<file path="src/design/rpr_pkg.sv">
// Shared constants and types for the rephasor phase rescaler.
`default_nettype none
package rpr_pkg;

    localparam int PhFracBits = 16;
    localparam int RatioBits  = 8;
    localparam int PhW        = PhFracBits + 1;           // phase width, 0..ONE
    localparam int ScaleW     = RatioBits + PhFracBits;   // Q(RATIO).F scale
    localparam int CorrW      = PhFracBits + 2;           // Q2.F correction
    localparam int DivW       = PhW + PhFracBits;         // widest dividend
    localparam int MulBW      = CorrW;                    // multiplier operand
    localparam int AccW       = (DivW > ScaleW + MulBW) ? DivW : ScaleW + MulBW;
    localparam int CntW       = $clog2(DivW);

    localparam logic [PhW-1:0] PhOne = PhW'(1) << PhFracBits;

    typedef enum logic [1:0] {
        OP_MUL = 2'b01,
        OP_DIV = 2'b10
    } t_op;

    typedef struct packed {
        logic start;
        t_op  op;
    } t_alu_ctl;

    typedef enum logic [7:0] {
        S_IDLE = 8'b0000_0001,
        S_DRS  = 8'b0000_0010,
        S_DIS  = 8'b0000_0100,
        S_MUL1 = 8'b0000_1000,
        S_MUL2 = 8'b0001_0000,
        S_MUL3 = 8'b0010_0000,
        S_DCOR = 8'b0100_0000,
        S_FIN  = 8'b1000_0000
    } t_state;

endpackage
`default_nettype wire

</file>
<file path="src/design/rpr_serial_alu.sv">
// Bit-serial shift-add multiplier and restoring divider, one bit per cycle.
`default_nettype none
module rpr_serial_alu (
    input  wire logic                      i_clk,
    input  wire logic                      i_rst_n,
    input  wire rpr_pkg::t_alu_ctl         i_ctl,
    input  wire logic [rpr_pkg::DivW-1:0]  i_a,    // multiplicand (low bits) or dividend
    input  wire logic [rpr_pkg::MulBW-1:0] i_b,    // multiplier or divisor
    output logic                           o_done,
    output logic [rpr_pkg::AccW-1:0]       o_res   // product, or quotient in low bits
);

    localparam int AW = rpr_pkg::ScaleW;
    localparam int BW = rpr_pkg::MulBW;
    localparam int DW = rpr_pkg::DivW;
    localparam int RW = rpr_pkg::PhW + 1;

    logic [rpr_pkg::AccW-1:0] r_acc, n_acc;
    logic [AW-1:0]            r_a;
    logic [BW-1:0]            r_b, n_b;
    logic [RW-1:0]            r_rem, n_rem;
    logic [rpr_pkg::CntW-1:0] r_cnt;
    logic                     r_busy, r_done;
    rpr_pkg::t_op             r_op;

    logic [AW:0]   m_sum;
    logic [RW-1:0] d_sh;

    always_comb begin
        n_acc = r_acc;
        n_b   = r_b;
        n_rem = r_rem;
        m_sum = {1'b0, r_acc[rpr_pkg::AccW-1 -: AW]} + (r_b[0] ? {1'b0, r_a} : '0);
        d_sh  = {r_rem[RW-2:0], r_acc[DW-1]};
        case (r_op)
            rpr_pkg::OP_MUL: begin
                n_acc = {m_sum, r_acc[BW-1:1]};
                n_b   = r_b >> 1;
            end
            rpr_pkg::OP_DIV: begin
                // subtract when the partial remainder covers the divisor
                if (d_sh >= {1'b0, r_b[RW-2:0]}) begin
                    n_rem = d_sh - {1'b0, r_b[RW-2:0]};
                    n_acc = {r_acc[rpr_pkg::AccW-1:DW], r_acc[DW-2:0], 1'b1};
                end else begin
                    n_rem = d_sh;
                    n_acc = {r_acc[rpr_pkg::AccW-1:DW], r_acc[DW-2:0], 1'b0};
                end
            end
            default: ;
        endcase
    end

    always_ff @(posedge i_clk) begin
        if (!i_rst_n) begin
            r_busy <= 1'b0;
            r_done <= 1'b0;
            r_cnt  <= '0;
            r_op   <= rpr_pkg::OP_MUL;
            r_acc  <= '0;
            r_a    <= '0;
            r_b    <= '0;
            r_rem  <= '0;
        end else begin
            r_done <= 1'b0;
            if (i_ctl.start) begin
                r_busy <= 1'b1;
                r_op   <= i_ctl.op;
                r_a    <= i_a[AW-1:0];
                r_b    <= i_b;
                r_rem  <= '0;
                if (i_ctl.op == rpr_pkg::OP_DIV) begin
                    r_acc <= {{(rpr_pkg::AccW-DW){1'b0}}, i_a};
                    r_cnt <= rpr_pkg::CntW'(DW - 1);
                end else begin
                    r_acc <= '0;
                    r_cnt <= rpr_pkg::CntW'(BW - 1);
                end
            end else if (r_busy) begin
                r_acc <= n_acc;
                r_b   <= n_b;
                r_rem <= n_rem;
                r_cnt <= r_cnt - 1'b1;
                if (r_cnt == '0) begin
                    r_busy <= 1'b0;
                    r_done <= 1'b1;
                end
            end
        end
    end

    assign o_done = r_done;
    assign o_res  = r_acc;

endmodule
`default_nettype wire

</file>
<file path="src/design/rephasor_phase_rescaler_top.sv">
// Rephasor phase rescaler: sequencer and phase state around one serial unit.
// Each request runs the two ratio divides when both ratio fields are nonzero, then three
// multiplies, then the correction divide, which is skipped while the older check phase is
// zero. One request at a time; the next is taken while the result waits at the output.
// Reset (synchronous, active low) zeroes the phases and sets scales and
// correction to 1.0.
`default_nettype none
module rephasor_phase_rescaler_top (
    input  wire logic        i_clk,
    input  wire logic        i_rst_n,
    input  wire logic        i_s_axis_tvalid,
    output logic             o_s_axis_tready,
    input  wire logic [39:0] i_s_axis_tdata,   // ext_phase[16:0], ratio_num[24:17], ratio_den[32:25]
    output logic             o_m_axis_tvalid,
    input  wire logic        i_m_axis_tready,
    output logic [23:0]      o_m_axis_tdata,   // out_phase[16:0]
    output logic             o_m_axis_tuser    // ratio_error[0]
);

    localparam int PW = rpr_pkg::PhW;
    localparam int SW = rpr_pkg::ScaleW;
    localparam int CW = rpr_pkg::CorrW;
    localparam int RB = rpr_pkg::RatioBits;
    localparam int F  = rpr_pkg::PhFracBits;
    localparam int XW = rpr_pkg::AccW - F;

    localparam logic [PW-1:0] One = rpr_pkg::PhOne;
    localparam logic [XW-1:0] Cap4 = XW'(One) << 2;
    localparam logic [XW-1:0] CapInc = XW'(One) + 1'b1;
    localparam logic [rpr_pkg::DivW-1:0] CorMax = rpr_pkg::DivW'(One) << 1;
    localparam logic [rpr_pkg::DivW-1:0] CorMin = rpr_pkg::DivW'(One) >> 1;

    rpr_pkg::t_state r_state, n_state;
    logic r_go, n_go;

    logic [PW-1:0] r_main, n_main, r_chk0, n_chk0, r_chk1, n_chk1;
    logic [PW-1:0] r_eh0, n_eh0, r_eh1, n_eh1, r_ext, n_ext, r_pc, n_pc;
    logic [PW-1:0] r_einc, n_einc, r_minc, n_minc;
    logic [CW-1:0] r_corr, n_corr;
    logic [SW-1:0] r_rs, n_rs, r_is, n_is;
    logic [PW+2:0] r_x1, n_x1;
    logic [RB-1:0] r_num, n_num, r_den, n_den;
    logic          r_err, n_err;
    logic          r_ov, n_ov;
    logic [PW-1:0] r_oph, n_oph;
    logic          r_oerr, n_oerr;

    rpr_pkg::t_alu_ctl alu_ctl;
    logic [rpr_pkg::DivW-1:0]  alu_a;
    logic [rpr_pkg::MulBW-1:0] alu_b;
    logic                      alu_done;
    logic [rpr_pkg::AccW-1:0]  alu_res;

    logic [PW-1:0] in_ext;
    logic [RB-1:0] in_num, in_den;
    logic          s_acc;
    logic [XW-1:0] res_hi;
    logic [PW:0]   adv_sum;
    logic [PW-1:0] adv_base, adv_out;
    logic [PW:0]   adv_inc;
    logic [rpr_pkg::DivW-1:0] quo;

    rpr_serial_alu u_alu (
        .i_clk  (i_clk),
        .i_rst_n(i_rst_n),
        .i_ctl  (alu_ctl),
        .i_a    (alu_a),
        .i_b    (alu_b),
        .o_done (alu_done),
        .o_res  (alu_res)
    );

    assign in_ext = (i_s_axis_tdata[PW-1:0] > One) ? One : i_s_axis_tdata[PW-1:0];
    assign in_num = i_s_axis_tdata[PW +: RB];
    assign in_den = i_s_axis_tdata[PW+RB +: RB];

    assign o_s_axis_tready = (r_state == rpr_pkg::S_IDLE);
    assign s_acc = i_s_axis_tvalid && o_s_axis_tready;

    assign res_hi = alu_res[rpr_pkg::AccW-1:F];
    assign quo    = alu_res[rpr_pkg::DivW-1:0];

    // truncated phasor step shared by the main and check phases
    assign adv_base = (r_state == rpr_pkg::S_MUL2) ? r_main : r_chk0;
    assign adv_inc  = (res_hi > CapInc) ? CapInc[PW:0] : res_hi[PW:0];
    assign adv_sum  = {1'b0, adv_base} + adv_inc;
    assign adv_out  = (adv_sum > {1'b0, One}) ? '0 : adv_sum[PW-1:0];

    always_comb begin
        alu_ctl.start = r_go;
        alu_ctl.op    = rpr_pkg::OP_MUL;
        alu_a         = '0;
        alu_b         = '0;
        case (r_state)
            rpr_pkg::S_DRS: begin
                alu_ctl.op = rpr_pkg::OP_DIV;
                alu_a = rpr_pkg::DivW'({r_den, {F{1'b0}}});
                alu_b = rpr_pkg::MulBW'(r_num);
            end
            rpr_pkg::S_DIS: begin
                alu_ctl.op = rpr_pkg::OP_DIV;
                alu_a = rpr_pkg::DivW'({r_num, {F{1'b0}}});
                alu_b = rpr_pkg::MulBW'(r_den);
            end
            rpr_pkg::S_MUL1: begin
                alu_a = rpr_pkg::DivW'(r_rs);
                alu_b = rpr_pkg::MulBW'(r_einc);
            end
            rpr_pkg::S_MUL2: begin
                alu_a = rpr_pkg::DivW'(r_x1);
                alu_b = rpr_pkg::MulBW'(r_corr);
            end
            rpr_pkg::S_MUL3: begin
                alu_a = rpr_pkg::DivW'(r_is);
                alu_b = rpr_pkg::MulBW'(r_minc);
            end
            rpr_pkg::S_DCOR: begin
                alu_ctl.op = rpr_pkg::OP_DIV;
                alu_a = {r_eh1, {F{1'b0}}};
                alu_b = rpr_pkg::MulBW'(r_chk1);
            end
            default: alu_ctl.start = 1'b0;
        endcase
    end

    always_comb begin
        n_state = r_state;
        n_go    = 1'b0;
        n_main  = r_main;
        n_chk0  = r_chk0;
        n_chk1  = r_chk1;
        n_eh0   = r_eh0;
        n_eh1   = r_eh1;
        n_ext   = r_ext;
        n_pc    = r_pc;
        n_einc  = r_einc;
        n_minc  = r_minc;
        n_corr  = r_corr;
        n_rs    = r_rs;
        n_is    = r_is;
        n_x1    = r_x1;
        n_num   = r_num;
        n_den   = r_den;
        n_err   = r_err;
        n_ov    = r_ov;
        n_oph   = r_oph;
        n_oerr  = r_oerr;

        if (r_ov && i_m_axis_tready) n_ov = 1'b0;

        case (r_state)
            rpr_pkg::S_IDLE: begin
                if (s_acc) begin
                    n_ext = in_ext;
                    n_num = in_num;
                    n_den = in_den;
                    n_err = (in_den != '0) && (in_num == '0);
                    if (in_ext > r_eh0) n_einc = in_ext - r_eh0;
                    n_go  = 1'b1;
                    if ((in_den != '0) && (in_num != '0)) n_state = rpr_pkg::S_DRS;
                    else n_state = rpr_pkg::S_MUL1;
                end
            end
            rpr_pkg::S_DRS: begin
                if (alu_done) begin
                    n_rs    = quo[SW-1:0];
                    n_go    = 1'b1;
                    n_state = rpr_pkg::S_DIS;
                end
            end
            rpr_pkg::S_DIS: begin
                if (alu_done) begin
                    n_is    = quo[SW-1:0];
                    n_go    = 1'b1;
                    n_state = rpr_pkg::S_MUL1;
                end
            end
            rpr_pkg::S_MUL1: begin
                if (alu_done) begin
                    n_x1    = (res_hi > Cap4) ? Cap4[PW+2:0] : res_hi[PW+2:0];
                    n_go    = 1'b1;
                    n_state = rpr_pkg::S_MUL2;
                end
            end
            rpr_pkg::S_MUL2: begin
                if (alu_done) begin
                    n_main = adv_out;
                    if (adv_out > r_main) n_minc = adv_out - r_main;
                    n_go    = 1'b1;
                    n_state = rpr_pkg::S_MUL3;
                end
            end
            rpr_pkg::S_MUL3: begin
                if (alu_done) begin
                    n_pc = adv_out;
                    // keep the correction when the old check phase is zero
                    if (r_chk1 != '0) begin
                        n_go    = 1'b1;
                        n_state = rpr_pkg::S_DCOR;
                    end else begin
                        n_state = rpr_pkg::S_FIN;
                    end
                end
            end
            rpr_pkg::S_DCOR: begin
                if (alu_done) begin
                    if (quo > CorMax)      n_corr = CorMax[CW-1:0];
                    else if (quo < CorMin) n_corr = CorMin[CW-1:0];
                    else                   n_corr = quo[CW-1:0];
                    n_state = rpr_pkg::S_FIN;
                end
            end
            rpr_pkg::S_FIN: begin
                // hold until the output register is free
                if (!r_ov || i_m_axis_tready) begin
                    n_ov    = 1'b1;
                    n_oph   = r_main;
                    n_oerr  = r_err;
                    n_chk1  = r_chk0;
                    n_chk0  = r_pc;
                    n_eh1   = r_eh0;
                    n_eh0   = r_ext;
                    n_state = rpr_pkg::S_IDLE;
                end
            end
            default: n_state = rpr_pkg::S_IDLE;
        endcase
    end

    always_ff @(posedge i_clk) begin
        if (!i_rst_n) begin
            r_state <= rpr_pkg::S_IDLE;
            r_go    <= 1'b0;
            r_main  <= '0;
            r_chk0  <= '0;
            r_chk1  <= '0;
            r_eh0   <= '0;
            r_eh1   <= '0;
            r_einc  <= '0;
            r_minc  <= '0;
            r_corr  <= CW'(One);
            r_rs    <= SW'(One);
            r_is    <= SW'(One);
            r_ov    <= 1'b0;
        end else begin
            r_state <= n_state;
            r_go    <= n_go;
            r_main  <= n_main;
            r_chk0  <= n_chk0;
            r_chk1  <= n_chk1;
            r_eh0   <= n_eh0;
            r_eh1   <= n_eh1;
            r_einc  <= n_einc;
            r_minc  <= n_minc;
            r_corr  <= n_corr;
            r_rs    <= n_rs;
            r_is    <= n_is;
            r_ov    <= n_ov;
        end
    end

    always_ff @(posedge i_clk) begin
        r_ext  <= n_ext;
        r_pc   <= n_pc;
        r_x1   <= n_x1;
        r_num  <= n_num;
        r_den  <= n_den;
        r_err  <= n_err;
        r_oph  <= n_oph;
        r_oerr <= n_oerr;
    end

    assign o_m_axis_tvalid = r_ov;
    assign o_m_axis_tdata  = 24'(r_oph);
    assign o_m_axis_tuser  = r_oerr;

endmodule
`default_nettype wire
</file>
<file path="config.mk">
export PLATFORM = sky130hd
export DESIGN_NAME = rephasor_phase_rescaler_top
export DESIGN_NICKNAME = d
export VERILOG_FILES = /design/src/design/rpr_pkg.sv /design/src/design/rpr_serial_alu.sv /design/src/design/rephasor_phase_rescaler_top.sv
export SDC_FILE = /design/constraint.sdc
export NUM_CORES = 1
export LEC_CHECK = 0
export BUFFER_PORTS_ARGS = -buffer_cell sky130_fd_sc_hd__buf_4
export CORE_ASPECT_RATIO = 0.7
export CORE_MARGIN = 2
export CORE_UTILIZATION = 40
export CTS_CLUSTER_DIAMETER = 40
export DETAILED_ROUTE_END_ITERATION = 16
export PLACE_DENSITY_LB_ADDON = 0.25
export SLEW_MARGIN = 20
export SYNTH_ARGS = -nofsm -noshare
export SYNTH_HDL_FRONTEND = slang
export SYNTH_SLANG_ARGS = --single-unit
</file>
<file path="constraint.sdc">
create_clock -name i_clk -period 12.1 [get_ports i_clk]
set_input_delay 0.605 -clock i_clk [delete_from_list [all_inputs] [get_ports i_clk]]
set_output_delay 0.605 -clock i_clk [all_outputs]
set_load 0.02 [all_outputs]
</file>
==> results.cfg, run 1 <==
[global_route]
grt_max_degree = 80
grt_usage_pct = 24.7
grt_pass1_wl_um = 103000
grt_pass1_vias = 16900
antenna_found_initial = 2
overflow = 0

[floorplan]
num_rows = 69
die_w_um = 277
core_um2 = 51000
dieArea_um2 = 53900
fp.dieH_um = 195
start_util_pct = 40.8
io_pins = 71

[routing]
vias_per_cell = 5.87
dr.pass1.iters = 9
drcViolationCount = 0
drt_wl_total_um = 68300
routedWlPerCell_um = 21.8
highest_layer = met5
postRouteAntennaNets = 0
met3_length_um = 7000
wl_met2_um = 26600
via_count = 18400
drtIter0Drc = 2125
wl_met1_um = 32700

[worst_setup_path]
cp_top_family = compound AO/OA/AOI/OAI gates
path_buf_inv = 1
critPathLaunch = u_alu.o_res[29]$_SDFFE_PN0P_
max_stage_delay_ns = 0.78
end_kind = flip-flop
worstPathArrival_ns = 8.75
rr_startpoint = u_alu.o_res[29]$_SDFFE_PN0P_
crit_top_cell = nor2_1
cpMaxStageDelayCell = o41ai_1
required_ns = 12.53
crit_path_start_kind = flip-flop
crit_type = reg -> reg
critPathMaxFanout = 15

[clock_tree]
clockBufferDepth = 3
clock_sinks = 395
cts_buffers = 49
h-tree-depth = 2
root_buffer = clkbuf_16
ctsHoldBuffers = 0
clkLatencyLatePin_ns = 0.57
path_clk_slew_ns = 0.06
cts_tree = built
post_cts_resized = 0
post_cts_buffers = 0

[sta]
rsz0062_at_grt = no
setup_tns_ns = 0
worst_slew_pin_slew_ns = 1.12
hold_viol_final = 0
fmax_mhz = 120
slew_headroom_pct = 24.9
fin_skew_ns = 0.0226
setup_violations = 0
min_period_ns = 8.31
finalMaxSlewViolations = 0
period_share_pct = 68.7

[final_layout]
drive_above_1_share_pct = 9.59
finalInstanceArea_um2 = 23300
num-nets-final = 2567
fin_cells = 3137
area_growth_pct = 11.9
fill_cells = 4950

[logic_synthesis]
synth_cells = 2435
ys_ff_latch = 395
avgSynthCellArea_um2 = 8.54
ys_async_sr_fraction_pct = 0
synth_edf_count = 89
ys_seq_area_share_pct = 42.3
ys.warnings.count = 0
synth_area_leader_cell = dfxtp_1
synth_most_common_cell = nand2_1
synthTopCellsByArea = dfxtp_1, edfxtp_1, nand2_1, a21oi_1, ha_1
synth_top_area_share_pct = 29.5
synth_commonest_cells = nand2_1, dfxtp_1, a21oi_1
synthFlopType = dfxtp_1
synth_area_um2 = 20800
synth.distinct_cells = 85

[placed_design]
dp_cells = 3047
place_congestion = 0.927
postPlaceCellArea_um2 = 21700
place_hpwl_um = 49100
portBuffers = 56

[min_path]
hold_class = in -> reg
hp-start = i_s_axis_tdata[18]

[power_and_ir_drop]
vdd.ir_drop.worst_v = 0.0000913
leakage_nw = 8.62
power_density_nw_per_um2 = 146

[run_status]
outcome = finished clean

[job]
maxCapViolations = 0
[placed cells by master, fill, tap and decap left out, drive strengths merged, types with 54 or more instances in the layout]
master,instances
edfxtp,89
buf,81
o21ai,89
a21oi,243
xnor2,54
nand2,413
ha,94
dfxtp,306
clkbuf,64
nor2,211
and2,69
inv,91
a22oi,63
[area by class of cell]
| cell class | instances | area, µm² | area share (%) |
|---|---|---|---|
| clock buffer | 64 | 1360 | 5.82 |
| multi-input combinational | 1814 | 11100 | 47.8 |
| timing repair buffer | 81 | 608 | 2.61 |
| sequential | 395 | 8800 | 37.8 |
| clock inverter | 25 | 224 | 0.963 |
| antenna | 1 | 2.50 | 0.0108 |
| inverter | 83 | 317 | 1.36 |
| tap | 674 | 843 | 3.62 |
[cells by family after synthesis]
| group | after synthesis | synth area share [%] |
|---|---|---|
| xor gates and xnor gates | 75 | 3.20 |
| DFF | 395 | 42.3 |
| AOI/OAI and AO/OA | 623 | 19.6 |
| adders and majority gates | 99 | 6.14 |
| buffers and inverters | 233 | 4.69 |
| muxes | 56 | 2.80 |
| other | 1 | 0.0180 |
| and+or+nand+nor | 953 | 21.3 |
[routing by layer]
| metal | GRT usage (%) | vias to the layer above |
|---|---|---|
| li1 | - | 8664 |
| met4 | 7.63 | 2 |
| met2 | 33.1 | 866 |
| met3 | 5.94 | 123 |
| met5 | 0 | - |
| met1 | 38.1 | 8751 |
[report_power, final]
part	switching, mW	total (mW)	internal [mW]	leakage, nW
clock network	0.609	1.43	0.825	0.764
logic	0.313	0.489	0.176	4.56
registers	0.0576	1.47	1.41	3.30
total	0.980	3.39	2.41	8.62
[flip-flops by register name, indices dropped and copies added (netlist names), 18 cells and up]
signal,cells
u_alu.o_res,42
r_is,24
r_rs,24
u_alu.r_a,24
r_x1,20
r_corr,18
u_alu.r_b,18
[per-stage QoR]
| step | utilization, % | total power, mW | hold WS [ns] | worst slack [ns] |
|---|---|---|---|---|
| 6_report | 45.6 | 3.39 | 0.223 | 3.79 |
| 5_1_grt | 45.6 | 3.52 | 0.216 | 3.45 |
| 4_1_cts | 45.6 | 3.40 | 0.212 | 3.97 |
| 3_5_place_dp | 42.5 | 1.98 | 0.417 | 4.01 |
| 3_3_place_gp | 42.5 | 1.97 | 0.422 | 4.06 |
| 2_1_floorplan | - | 1.81 | 0.400 | 5.43 |
[worst paths after layout]
check                                           endpoint  slack, ns  cells after the start
worst min-delay path                  r_num[1]$_DFFE_PP_       0.22                      1
worst max-delay path             r_minc[16]$_SDFFE_PN0P_       3.79                     27
worst min register to register  o_m_axis_tuser$_DFFE_PP_       0.42                      0
worst max register to register   r_minc[16]$_SDFFE_PN0P_       3.79                     27
(Power assumes the default switching activity.)
==> run 2: changes to the inputs <==
==> constraint.sdc (replaced) <==
create_clock -name i_clk -period 8.6 [get_ports i_clk]
set_input_delay 0.43 -clock i_clk [delete_from_list [all_inputs] [get_ports i_clk]]
set_output_delay 0.43 -clock i_clk [all_outputs]
set_load 0.02 [all_outputs]
==> run 2 against run 1 <==
  * Highest routed layer unchanged
  * Hold slack worse by 0.12 ns
  * Clock skew up 0.0086 ns
  * Non-clock buffer count up 22
  * Via count up 1.0%
  * Fmax up 6.9%
  * Largest power group is now the clock network
==> results.cfg, run 2 (synthesis results as in run 1) <==
[worst_setup_path]
crit_type = reg -> reg
end_kind = flip-flop
r2r_cells = 26
required_ns = 9.06
reg2reg_to = r_minc[1]$_SDFFE_PN0P_
rr_startpoint = r_state[6]$_SDFFE_PN0P_
crit_path_start_kind = flip-flop
worstPathArrival_ns = 8.24
critPathMaxFanout = 24
r2r_setup_slack_ns = 0.83

[clock_tree]
post_cts_buffers = 0
cts_buffers = 53
h-tree-depth = 2
clkLatencyLatePin_ns = 0.61
clockBufferDepth = 3
clock_sinks = 395
path_clk_slew_ns = 0.06
post_cts_resized = 0
cts_tree = built
root_buffer = clkbuf_16

[global_route]
grt_max_degree = 77
overflow = 0
grt_pass1_vias = 17200
antenna_found_initial = 2
grt_usage_pct = 25.3
grt_pass1_wl_um = 105000

[sta]
period_share_pct = 90.4
hold_viol_final = 0
fin_skew_ns = 0.0312
finalMaxSlewViolations = 0
rsz0062_at_grt = no
setup_violations = 0
worst_slew_pin_slew_ns = 1.13
hold_slack_ns = 0.0994
slew_headroom_pct = 24.6
setup_tns_ns = 0
min_period_ns = 7.77
fmax_mhz = 129

[final_layout]
largest_reg_flops = 42
fin_cells = 3168
num-nets-final = 2593
drive_above_1_share_pct = 9.98
diodes = 0
area_growth_pct = 13.9
final_common_cell = nand2_1
final_cell_mix = nand2_1, dfxtp_1, a21oi_1

[routing]
via_count = 18600
drtIter0Drc = 2398
drcViolationCount = 0
dr.pass1.iters = 6
postRouteAntennaNets = 0
drt_wl_total_um = 69700
routedWlPerCell_um = 22.0
vias_per_cell = 5.87

[floorplan]
die_w_um = 277
io_pins = 71
num_rows = 69
core_um2 = 51000
start_util_pct = 40.8
dieArea_um2 = 53900
fp.dieH_um = 195

[placed_design]
place_hpwl_um = 49300
dp_cells = 3053
place_congestion = 0.932
portBuffers = 56

[min_path]
min_to = r_ext[16]$_DFFE_PP_
hold_class = in -> reg
holdPathStages = 1
hp-start = i_s_axis_tdata[16]

[power_and_ir_drop]
p_sw_share_pct = 28.6
power_density_nw_per_um2 = 212
p_switching_mw = 1.44
vdd.ir_drop.worst_v = 0.000161
clkPwrFrac_pct = 45.4
leakage_nw = 8.84
power_frac_comb_pct = 13.6
pwr-share-seq_pct = 41.0
intPower_mw = 3.59

[run_status]
outcome = finished clean

[job]
maxCapViolations = 0
-- run 2: cell type report --
cell class,count,area [µm²]
clock buffers,63,1410
clock inverters,36,423
fillers,4890,27300
inverters,83,317
multi-input cells,1814,11100
flip-flops and latches,395,8800
well taps,674,843
repair buffers,103,813
-- run 2: per-stage QoR --
| step | utilization, % | instance area, µm² | power (mW) | worst slack (ns) |
|---|---|---|---|---|
| floorplan | - | 20800 | 2.55 | 1.93 |
| global placement | 42.5 | 21700 | 2.76 | 1.14 |
| detailed placement | 42.5 | 21700 | 2.76 | 1.01 |
| CTS | 46.4 | 23700 | 5.04 | 0.944 |
| global route | 46.4 | 23700 | 5.21 | 0.218 |
| finish | 46.4 | 23700 | 5.03 | 0.826 |
-- run 2: worst max-delay path by stage --
stage                                  from                 endpoint  cells past startpoint
global route        r_state[6]$_SDFFE_PN0P_   r_minc[3]$_SDFFE_PN0P_                     26
CTS                 r_state[6]$_SDFFE_PN0P_   r_minc[1]$_SDFFE_PN0P_                     26
detailed placement  r_state[6]$_SDFFE_PN0P_   r_minc[1]$_SDFFE_PN0P_                     26
global placement    r_state[6]$_SDFFE_PN0P_   r_minc[7]$_SDFFE_PN0P_                     26
finish              r_state[6]$_SDFFE_PN0P_   r_minc[1]$_SDFFE_PN0P_                     26
floorplan           r_state[7]$_SDFFE_PN0P_  r_minc[12]$_SDFFE_PN0P_                     28
-- run 2: power by group through the flow --
stage	logic (mW)	registers, mW	clock network, mW
2_1_floorplan	0.493	2.06	0
3_3_place_gp	0.661	2.09	0
3_5_place_dp	0.664	2.10	0
4_1_cts	0.675	2.06	2.31
5_1_grt	0.750	2.07	2.39
6_report	0.686	2.06	2.28
-- run 2: routing by layer --
metal	global-route usage [%]	up-vias	wire length, µm
li1	-	8713	-
met1	38.3	8900	32600
met2	33.9	862	27300
met3	6.82	116	7800
met4	8.22	2	1940
met5	0	-	18
-- run 2: what timing repair did --
item	in CTS	in global routing
endpoints found under the hold margin	16	0
endpoints found under the setup margin	0	0
hold buffers	16	0
-- run 2: critical path, cell delays in order (launching register included) --
cell	delay, ns
dfxtp_1	0.36
nor4_1	0.55
nand2_1	0.20
nor3b_2	0.21
buf_4	0.36
mux2_2	0.40
ha_1	0.24
fa_1	0.42
a21o_1	0.23
a221o_1	0.39
a31oi_2	0.24
a31oi_1	0.18
and4_4	0.23
nor3_4	0.40
a21boi_4	0.48
nor2_1	0.18
ha_1	0.33
nor2b_1	0.17
o2111ai_1	0.17
a21oi_1	0.24
o221ai_1	0.18
nand2_1	0.13
o211ai_1	0.15
a21oi_2	0.53
buf_4	0.33
mux2i_1	0.23
nor2_1	0.05
